$ cat src/kecf_pkg.sv
// ----------------------------------------------------------------------------
// kecf_pkg : shared types and constants for the k-mer extraction core
// Word layouts, base encoding, window geometry and the low-complexity limit.
// ----------------------------------------------------------------------------
package kecf_pkg;

  // Window geometry
  localparam int KMER_LENGTH = 13;
  localparam int WINDOW_W    = 2 * KMER_LENGTH;
  localparam int REGION_W    = 20;
  localparam int TALLY_W     = $clog2(KMER_LENGTH + 1);

  // A k-mer whose most frequent base reaches this count is dropped
  localparam logic [TALLY_W-1:0] LOW_CPLX_LIMIT = TALLY_W'(KMER_LENGTH - 2);

  // Tally value of the base that fills an empty window
  localparam logic [TALLY_W-1:0] TALLY_FULL = TALLY_W'(KMER_LENGTH);

  // 2-bit base codes
  localparam logic [1:0] BASE_A = 2'd0;
  localparam logic [1:0] BASE_C = 2'd1;
  localparam logic [1:0] BASE_G = 2'd2;
  localparam logic [1:0] BASE_T = 2'd3;

  // ASCII character codes
  localparam logic [7:0] CHAR_UC_C = 8'h43;
  localparam logic [7:0] CHAR_LC_C = 8'h63;
  localparam logic [7:0] CHAR_UC_G = 8'h47;
  localparam logic [7:0] CHAR_LC_G = 8'h67;
  localparam logic [7:0] CHAR_UC_T = 8'h54;
  localparam logic [7:0] CHAR_LC_T = 8'h74;

  // Input word: one sequence character
  typedef struct packed {
    logic [7:0]          base_char;
    logic [REGION_W-1:0] region_num;
    logic                strand_reverse;
    logic                last_base;
  } base_word_t;

  // Output word: one emitted k-mer
  typedef struct packed {
    logic [WINDOW_W-1:0] kmer_value;
    logic [REGION_W-1:0] region_out;
    logic                strand_out;
  } kmer_word_t;

  // One window position held by a cell
  typedef struct packed {
    logic       filled;
    logic [1:0] code;
  } base_slot_t;

  // Control from the window row to the base tally
  typedef struct packed {
    logic       advance;
    logic       restart;
    logic [1:0] code_in;
    logic [1:0] code_out;
  } tally_ctrl_t;

  // Map a character to its base code; anything unknown reads as A
  function automatic logic [1:0] base_code(input logic [7:0] ch);
    logic [1:0] code;
    unique case (ch) inside
      CHAR_UC_C, CHAR_LC_C: code = BASE_C;
      CHAR_UC_G, CHAR_LC_G: code = BASE_G;
      CHAR_UC_T, CHAR_LC_T: code = BASE_T;
      default:              code = BASE_A;
    endcase
    return code;
  endfunction

endpackage

$ cat src/kecf_cell.sv
// ----------------------------------------------------------------------------
// kecf_cell : one window position
// Holds one base code and its filled mark; takes its neighbour's slot on
// every accepted word and empties when the sequence ends.
// ----------------------------------------------------------------------------
module kecf_cell (
  input  logic                clk,
  input  logic                rst,
  input  logic                advance,
  input  logic                restart,
  input  kecf_pkg::base_slot_t d,
  output kecf_pkg::base_slot_t q
);

  // Shift in the neighbour's slot, or empty after the last base
  always_ff @(posedge clk) begin
    if (rst) begin
      q <= '0;
    end else if (advance) begin
      if (restart) begin
        q <= '0;
      end else begin
        q <= d;
      end
    end
  end

endmodule

$ cat src/kecf_tally.sv
// ----------------------------------------------------------------------------
// kecf_tally : running base counts over the window
// Tracks how often each base sits in the window, updated by the base that
// enters and the one that falls off, and flags low-complexity k-mers.
// ----------------------------------------------------------------------------
module kecf_tally (
  input  logic                  clk,
  input  logic                  rst,
  input  kecf_pkg::tally_ctrl_t ctrl,
  output logic                  complex_ok
);

  logic [kecf_pkg::TALLY_W-1:0] tally      [4];
  logic [kecf_pkg::TALLY_W-1:0] tally_next [4];

  // Add the entering base, remove the leaving one, test against the limit
  always_comb begin
    complex_ok = 1'b1;
    for (int b = 0; b < 4; b++) begin
      tally_next[b] = tally[b];
      if (ctrl.code_in == 2'(b)) begin
        tally_next[b] = tally_next[b] + kecf_pkg::TALLY_W'(1);
      end
      if (ctrl.code_out == 2'(b)) begin
        tally_next[b] = tally_next[b] - kecf_pkg::TALLY_W'(1);
      end
      if (tally_next[b] >= kecf_pkg::LOW_CPLX_LIMIT) begin
        complex_ok = 1'b0;
      end
    end
  end

  // Hold counts; an empty window is all A
  always_ff @(posedge clk) begin
    if (rst || (ctrl.advance && ctrl.restart)) begin
      for (int b = 0; b < 4; b++) begin
        tally[b] <= (2'(b) == kecf_pkg::BASE_A) ? kecf_pkg::TALLY_FULL : '0;
      end
    end else if (ctrl.advance) begin
      for (int b = 0; b < 4; b++) begin
        tally[b] <= tally_next[b];
      end
    end
  end

endmodule

$ cat src/kmer_extract_complexity_filter_core.sv
// ----------------------------------------------------------------------------
// kmer_extract_complexity_filter_core : rolling 2-bit k-mer extractor
// Encodes one character per word into a row of window cells and emits each
// full k-mer whose most frequent base stays below the complexity limit.
//
//   channel   direction  handshake                word type
//   base      in         base_valid / base_ready  kecf_pkg::base_word_t
//   kmer      out        kmer_valid / kmer_ready  kecf_pkg::kmer_word_t
//
// One character is taken every cycle while base_ready is high; a k-mer
// appears on the output in the cycle after the character that completes it,
// set by the single output register behind the cell row and the base tally.
// Reset empties the window and the output register; no clearing pass.
// A stalled output blocks input only while its register still holds a word.
// ----------------------------------------------------------------------------
module kmer_extract_complexity_filter_core (
  input  logic                 clk,
  input  logic                 rst,
  input  logic                 base_valid,
  output logic                 base_ready,
  input  kecf_pkg::base_word_t base_word,
  output logic                 kmer_valid,
  input  logic                 kmer_ready,
  output kecf_pkg::kmer_word_t kmer_word
);

  localparam int K = kecf_pkg::KMER_LENGTH;

  logic                          accept;
  logic [1:0]                    code_in;
  kecf_pkg::base_slot_t          slot_d [K];
  kecf_pkg::base_slot_t          slot_q [K];
  logic [kecf_pkg::WINDOW_W-1:0] kmer_next;
  kecf_pkg::tally_ctrl_t         tally_ctrl;
  logic                          complex_ok;
  logic                          emit;

  // Take a word whenever the output register is free or draining
  assign base_ready = !kmer_valid || kmer_ready;
  assign accept     = base_valid && base_ready;
  assign code_in    = kecf_pkg::base_code(base_word.base_char);

  // Feed each cell from its newer neighbour; the newest takes the new base
  always_comb begin
    slot_d[0].filled = 1'b1;
    slot_d[0].code   = code_in;
    for (int i = 1; i < K; i++) begin
      slot_d[i] = slot_q[i-1];
    end
  end

  // Row of window cells, newest at index 0
  for (genvar i = 0; i < K; i++) begin : g_cell
    kecf_cell u_cell (
      .clk     (clk),
      .rst     (rst),
      .advance (accept),
      .restart (base_word.last_base),
      .d       (slot_d[i]),
      .q       (slot_q[i])
    );
  end

  // Pack the shifted window, oldest base in the high bits
  always_comb begin
    for (int i = 0; i < K; i++) begin
      kmer_next[2*i +: 2] = slot_d[i].code;
    end
  end

  // Base counts follow the entering and leaving codes
  always_comb begin
    tally_ctrl.advance  = accept;
    tally_ctrl.restart  = base_word.last_base;
    tally_ctrl.code_in  = code_in;
    tally_ctrl.code_out = slot_q[K-1].code;
  end

  kecf_tally u_tally (
    .clk        (clk),
    .rst        (rst),
    .ctrl       (tally_ctrl),
    .complex_ok (complex_ok)
  );

  // Emit once the window is full and the k-mer is complex enough
  assign emit = slot_d[K-1].filled && complex_ok;

  // Output register: load on emit, drop when taken
  always_ff @(posedge clk) begin
    if (rst) begin
      kmer_valid <= 1'b0;
    end else if (accept) begin
      kmer_valid <= emit;
    end else if (kmer_ready) begin
      kmer_valid <= 1'b0;
    end
  end

  always_ff @(posedge clk) begin
    if (accept && emit) begin
      kmer_word.kmer_value <= kmer_next;
      kmer_word.region_out <= base_word.region_num;
      kmer_word.strand_out <= base_word.strand_reverse;
    end
  end

endmodule

$ cat config.mk
export PLATFORM = sky130hd
export DESIGN_NAME = kmer_extract_complexity_filter_core
export DESIGN_NICKNAME = d
export VERILOG_FILES = /design/src/kecf_pkg.sv /design/src/kecf_cell.sv /design/src/kecf_tally.sv /design/src/kmer_extract_complexity_filter_core.sv
export SDC_FILE = /design/constraint.sdc
export NUM_CORES = 1
export LEC_CHECK = 0
export ABC_AREA = 0
export BUFFER_PORTS_ARGS = -buffer_cell sky130_fd_sc_hd__clkbuf_2
export CAP_MARGIN = 10
export CORE_ASPECT_RATIO = 0.5
export CORE_MARGIN = 4
export CORE_UTILIZATION = 49
export DETAILED_ROUTE_END_ITERATION = 12
export GPL_ROUTABILITY_DRIVEN = 1
export PLACE_DENSITY = 0.75
export SYNTH_ARGS = -nofsm -noshare
export SYNTH_HDL_FRONTEND = slang
export SYNTH_SLANG_ARGS = --single-unit
$ cat constraint.sdc
create_clock -name clk -period 4.16 [get_ports clk]
set_input_delay 0.624 -clock clk [delete_from_list [all_inputs] [get_ports clk]]
set_output_delay 0.624 -clock clk [all_outputs]
set_load 0.01 [all_outputs]
# --- Yosys cells after proc, flatten, opt, wreduce, memory -nomap -nowiden ---
# Memory sizes are Yosys's and may differ from the RTL's.
# Cells that the tools add are included.
word_totals:
  reg_bits: 86
  latchBits: 0
  ramBits: 16
  romBits: 0
  inputBits: 34
  output_inout_bits: 49
  elab_cells: 108
  n_memories: 1
op_classes:
  n_addsub: 8
  multipliers: 0
  n_div: 0
  order_cmp: 4
  eq_ne: 12
  n_shift: 0
  n_mux: 37
  bitwise_logic: 4
  reduce_logical: 13
memory_table:
  columns: ["name", "words", "word_bits", "read_ports", "rd_clocked_by_memory_dff", "write_ports", "line_no", "source"]
  rows:
  - ["u_tally.tally", 4, 4, 4, 0, 4, "kecf_tally.sv:13", "logic [kecf_pkg::TALLY_W-1:0] tally [4];"]
op_table:
  columns: ["op", "count"]
  rows:
  - ["equality test 8 x 7 -> 1 bit, second input constant", 6]
  - ["two-way mux 4 bit", 12]
  - ["two-way mux 3 bit", 12]
  - ["adder 4 x 1 -> 4 bit, second input constant", 4]
  - [">= comparator 4 bit, second input constant", 4]
  - ["subtractor 4 x 1 -> 4 bit, second input constant", 4]
  - ["two-way mux 1 bit", 11]
  - ["equality test 2 bit, second input constant", 4]
  - ["case mux 2 bit (3 select lines)", 1]
  - ["OR reduction 2 bit", 3]
  - ["equality test 2 x 1 -> 1 bit, second input constant", 2]
  - ["logical AND 1 bit", 4]
  - ["zero test 2 bit", 2]
  - ["OR 1 bit", 4]
  - ["logical OR 1 bit", 2]
  - ["two-way mux 2 bit", 1]
  - ["nonzero test 2 bit", 1]
  - ["zero test 1 bit", 1]

# --- Longest topological paths before layout ---
depth:
  ltp_word: 14
  mapped_depth: 12
  ltp_nobuf: 12

# --- Cells and area by module ---
# A second synthesis with hierarchy kept.
hier_totals:
  hier_cells: 383
  hier_area_um2: 4712.0
modules_own_cells:
  columns: ["module", "instances", "cells_per_inst", "area_per_inst_um2", "seq_area_each_um2"]
  rows:
  - ["kecf_tally", 1, 166, 1669.1, 480.5]
  - ["kmer_extract_complexity_filter_core", 1, 61, 1530.2, 1431.4]
  - ["kecf_cell", 13, 12, 116.4, 60.1]

# --- Worst setup path after synthesis ---
# Ideal clock, no wire load.
synth_path:
  kind: "input -> register"
  startpoint: "input base_word[26] in the netlist's numbering"
  endpoint: "register kmer_word[0] in the netlist's numbering, enable pin"
  setup_time_ps: 429
  arrival_ps: 4115
  required_time_ps: 3731
  path_slack_ps: -384
  cell_stages: 10
  path_buffers: 0
  path_cell_list: "nand3b_1 -> nor4_1 -> mux2i_1 -> ha_1 -> nand3b_1 -> xor2_1 -> o311ai_0 -> o21ai_0 -> a21oi_2 -> nor4_4"
synth_between:
  elab_chain_len: 14
  word_cells_on_any_way: 36
  classes_between: "4 x add/sub; 4 x order compare; 9 x eq/ne; 13 x mux; 6 x reduce/logical"
synth_lines:
  columns: ["element", "line_no", "source"]
  rows:
  - ["from (decl)", "kmer_extract_complexity_filter_core.sv:21", "input kecf_pkg::base_word_t base_word,"]
  - ["equality test 8 x 7 -> 1 bit", "kmer_extract_complexity_filter_core.sv:41", "assign code_in = kecf_pkg::base_code(base_word.base_char);"]
  - ["OR reduction 2 bit", "kecf_pkg.sv:65", "unique case (ch) inside"]
  - ["case mux 2 bit (3 select lines) (*)", "kecf_pkg.sv:65", null]
  - ["zero test 2 bit", "kecf_tally.sv:21", "if (ctrl.code_in == 2'(b)) begin"]
  - ["two-way mux 4 bit", "kecf_tally.sv:21", null]
  - ["subtractor 4 x 1 -> 4 bit", "kecf_tally.sv:25", "tally_next[b] = tally_next[b] - kecf_pkg::TALLY_W'(1);"]
  - ["two-way mux 4 bit", "kecf_tally.sv:24", "if (ctrl.code_out == 2'(b)) begin"]
  - [">= comparator 4 bit", "kecf_tally.sv:27", "if (tally_next[b] >= kecf_pkg::LOW_CPLX_LIMIT) begin"]
  - ["two-way mux 1 bit (3 in a row)", "kecf_tally.sv:27", null]
  - ["two-way mux 1 bit (*)", "kecf_tally.sv:27", null]
  - ["logical AND 1 bit (*)", "kmer_extract_complexity_filter_core.sv:87", "assign emit = slot_d[K-1].filled && complex_ok;"]
  - ["logical AND 1 bit (*)", "kmer_extract_complexity_filter_core.sv:101", "if (accept && emit) begin"]
  - ["to (decl)", "kmer_extract_complexity_filter_core.sv:24", "output kecf_pkg::kmer_word_t kmer_word"]
# Every way passes the cells marked *; elsewhere a longest branch is shown, timed or not.
# A chain may end at the register's enable or synchronous reset.

# --- Final worst setup path ---
layout_path:
  startpoint: "input base_word[26] in the netlist's numbering"
  endpoint: "register kmer_word[3] in the netlist's numbering, enable pin"
# Same word-level chain as after synthesis.

==> results.py <==
metrics = {
    "synthesis": {
        "synth_cell_types": 61,
        "synthSimpleGateAreaFrac_pct": 12.8,
        "yosysWarningCount": 0,
        "ys_seq_elements": 102,
        "synthAdderAreaFrac_pct": 2.35,
        "synth.cell_area_mm2": 0.00425,
        "syn_inst": 323,
        "synthMuxAreaShare_pct": 1.47,
        "synth-edff-count": 63,
        "synth_top_family_by_area": "compound AO/OA/AOI/OAI gates",
        "yosys.area_share.xor_xnor_pct": 4.88,
        "synth_seq_area_share_pct": 62.8,
        "ys.flop_type": "edfxtp_1",
        "synth_compound_area_share_pct": 13.7,
        "syn_nets": 365,
        "synthArstFlopShare_pct": 0,
        "syn_avg_cell_area_um2": 13.2,
    },
    "setup_path": {
        "cp-start-kind": "input port",
        "slowest_delay_ps": 500,
        "path_common_cell": "nand3b_1",
        "cp.required_ps": 4180,
        "cpMaxStageDelayCell": "nor4_2",
        "worstPathCellList": "clkbuf_2, nand3b_1, nor4_2, mux2i_1, ha_1, nand3b_1, xor2_1, o311ai_0, o21ai_0, a21oi_2, nor4_4, buf_12",
        "worstPathArrival_ps": 3400,
        "endpoint_kind": "register",
        "critPathMaxFanout": 48,
        "critical_path_class": "input port to register",
    },
    "pwr": {
        "irDropWorstVdd_mv": 0.262,
        "power_density_mw_per_mm2": 386,
        "netSwitchingPower_mw": 0.447,
        "clkPwrFrac_pct": 40.0,
        "combPwrFrac_pct": 5.4,
        "leakagePower_nw": 1.96,
        "swShare_pct": 22.5,
        "p_int_mw": 1.54,
        "p_seq_share_pct": 54.7,
    },
    "global_routing": {
        "grt_pass1_wl_um": 13600,
        "antenna_found_initial": 0,
        "grt_max_degree": 49,
        "track_usage_pct": 16.8,
        "grt-ovfl-total": 0,
        "grt_pass1_vias": 2862,
    },
    "sta": {
        "hold_violations": 0,
        "slew_headroom_pct": 53.9,
        "fmax_mhz": 296,
        "post-route-min-period_ps": 3380,
        "skew_ps": 6.14,
        "layout_worst_path_cycle_share_pct": 81.3,
        "finalSetupTns_ps": 0,
        "slew_viol_final": 0,
        "setup_viol": 0,
        "rsz0062_at_grt": "false",
        "worst_pin_slew_ps": 691,
    },
    "finish": {
        "area_growth_syn_to_layout_pct": 21.2,
        "fin_util_pct": 62.6,
        "diodes": 0,
        "nets": 443,
        "n_fill_cell": 651,
        "multiInputGateArea_mm2": 0.00159,
        "drive_above_1_share_pct": 30.5,
        "final-seq-area_mm2": 0.00267,
    },
    "clocking": {
        "htreeDepth": 3,
        "clkLatencyLatePin_ps": 340,
        "cts_resized": 0,
        "clkSinkCount": 102,
        "postCtsSetupBuffers": 0,
        "cts.path.max_buffers": 2,
        "cts_tree": "yes",
        "clk_pin_slew_ps": 70,
        "numCtsBuffers": 9,
        "cts_hold_buf": 0,
        "clock-root-buffer": "clkbuf_16",
    },
    "die": {
        "ioPinCount": 83,
        "die_x_um": 140,
        "die_h_um": 73.9,
        "placementRows": 23,
        "start_util_pct": 51.7,
        "die_area_mm2": 0.0103,
        "core-area_mm2": 0.00823,
    },
    "route": {
        "drtIter0Drc": 141,
        "routed_via_density": 5.64,
        "first_pass_iters": 4,
        "wl_per_cell_um": 16.2,
        "routed_wl_um": 8420,
        "route.vias.total": 2920,
        "drc": 0,
        "drtAntennaViolNets": 0,
    },
    "place": {
        "portBuffers": 81,
        "routabilityCongestion": 0.778,
        "place_hpwl_um": 5990,
    },
    "hold_path": {
        "min_path_type": "register to register",
    },
    "run_status": {
        "outcome": "completed",
    },
    "run": {
        "cap_violations": 0,
    },
}
## power by group through the flow
stage / clock (mW) / sequential [mW] / combinational [mW]
after floorplan: 0 / 1.10 / 0.0728
after global placement: 0 / 1.11 / 0.0987
after detailed placement: 0 / 1.11 / 0.105
after CTS: 0.814 / 1.09 / 0.106
after global routing: 0.859 / 1.09 / 0.117
final: 0.795 / 1.09 / 0.106
## final timing paths
check / start / depth (start not counted) / to / slack (ps)
max: base_word[26] / 12 / kmer_word[3] / 780
min: g_cell[0].u_cell.q[2] / 2 / g_cell[0].u_cell.q[2] / 440
max reg2reg: u_tally.tally[0][12] / 10 / kmer_word[3] / 790
min reg2reg: g_cell[0].u_cell.q[2] / 2 / g_cell[0].u_cell.q[2] / 440
## state kept, by name (all words and copies together), names as in the netlist
signal and cells:
u_tally.tally 16, kmer_valid 1, kmer_word 47, g_cell.u_cell.q 38
## layout make-up
| type | count | share of cell area [%] |
|---|---|---|
| flip-flops and latches | 102 | 51.8 |
| multi-input cells | 199 | 30.9 |
| repair buffers | 84 | 8.54 |
| clock buffers | 9 | 4.37 |
| well taps | 112 | 2.72 |
| clock inverters | 7 | 1.29 |
| inverters | 5 | 0.364 |
## Yosys cell counts (2+ instances only)
cell type / count / share of area [%]
a211oi_1: 2 / 0.35
a21oi_1: 6 / 0.71
a22o_1: 37 / 7.6
a22oi_1: 2 / 0.35
a31oi_1: 2 / 0.29
and3_1: 4 / 0.59
and3b_1: 2 / 0.41
buf_2: 2 / 0.24
clkbuf_1: 14 / 1.2
dfxtp_1: 39 / 18
edfxtp_1: 63 / 44
ha_1: 8 / 2.4
inv_1: 5 / 0.44
mux2_2: 2 / 0.53
mux2i_1: 4 / 0.94
nand2_1: 19 / 1.7
nand2b_1: 5 / 0.74
nand3_1: 7 / 0.82
nand3b_1: 7 / 1.2
nor2_1: 21 / 1.9
nor3_1: 3 / 0.35
nor3b_1: 5 / 0.88
nor4_1: 4 / 0.59
o21ai_0: 2 / 0.24
o311ai_0: 3 / 0.62
xnor2_1: 16 / 3.3
xor2_1: 5 / 1.0
## worst max-delay path, delay by kind of cell
kind,cells,cell delay [ps]
AOI/OAI and AO/OA,3,500
xor gates and xnor gates,1,240
adders and majority gates,1,190
buffers and inverters,2,380
muxes,1,330
and+or+nand+nor,4,1090
## cells in the final DEF, fill, tap and decap left out, drive strengths merged, types with 3 or more instances in the layout
| cell | count |
|---|---|
| o311ai | 3 |
| a22o | 37 |
| nor4 | 5 |
| clkbuf | 90 |
| inv | 8 |
| nor3 | 3 |
| nor3b | 6 |
| xor2 | 5 |
| nand2b | 5 |
| nand3b | 7 |
| nand3 | 7 |
| clkinv | 3 |
| mux2i | 4 |
| buf | 3 |
| nand2 | 19 |
| xnor2 | 16 |
| edfxtp | 63 |
| ha | 8 |
| and3 | 4 |
| a22oi | 3 |
| nor2 | 21 |
| a21oi | 7 |
| dfxtp | 39 |
## metrics by stage
| step | hold WS [ps] | power [mW] | instances | worst slack, ps | area (um2) |
|---|---|---|---|---|---|
| after CTS | 447 | 2.01 | 518 | 802 | 5150 |
| after detailed placement | 437 | 1.21 | 502 | 475 | 4860 |
| after floorplan | 422 | 1.18 | 323 | -189 | 4330 |
| after global routing | 440 | 2.06 | 518 | 556 | 5150 |
| after global placement | 430 | 1.21 | 502 | 568 | 4860 |
| final | 443 | 1.99 | 518 | 778 | 5150 |
## cells by family after synthesis
family                   count (synthesis)
buffers and inverters                   22
AND/OR/NAND/NOR                         93
AO/OA/AOI/OAI                           70
XOR/XNOR                                22
multiplexers                             6
adder cells (fa/ha/maj)                  8
flip-flops                             102
## metal layers
metal  vias up  part of all wire (%)  wire length (um)  global-route usage [%]
met1      1404                    43              3610                    20.1
met2       104                    48              4080                    29.2
met3        18                   6.7               567                    4.62
met5         -                     0                 0                       0
li1       1394                     -                 -                       -
met4         0                   1.9               159                    7.09
Note: power is estimated with default switching activity, not from simulation.
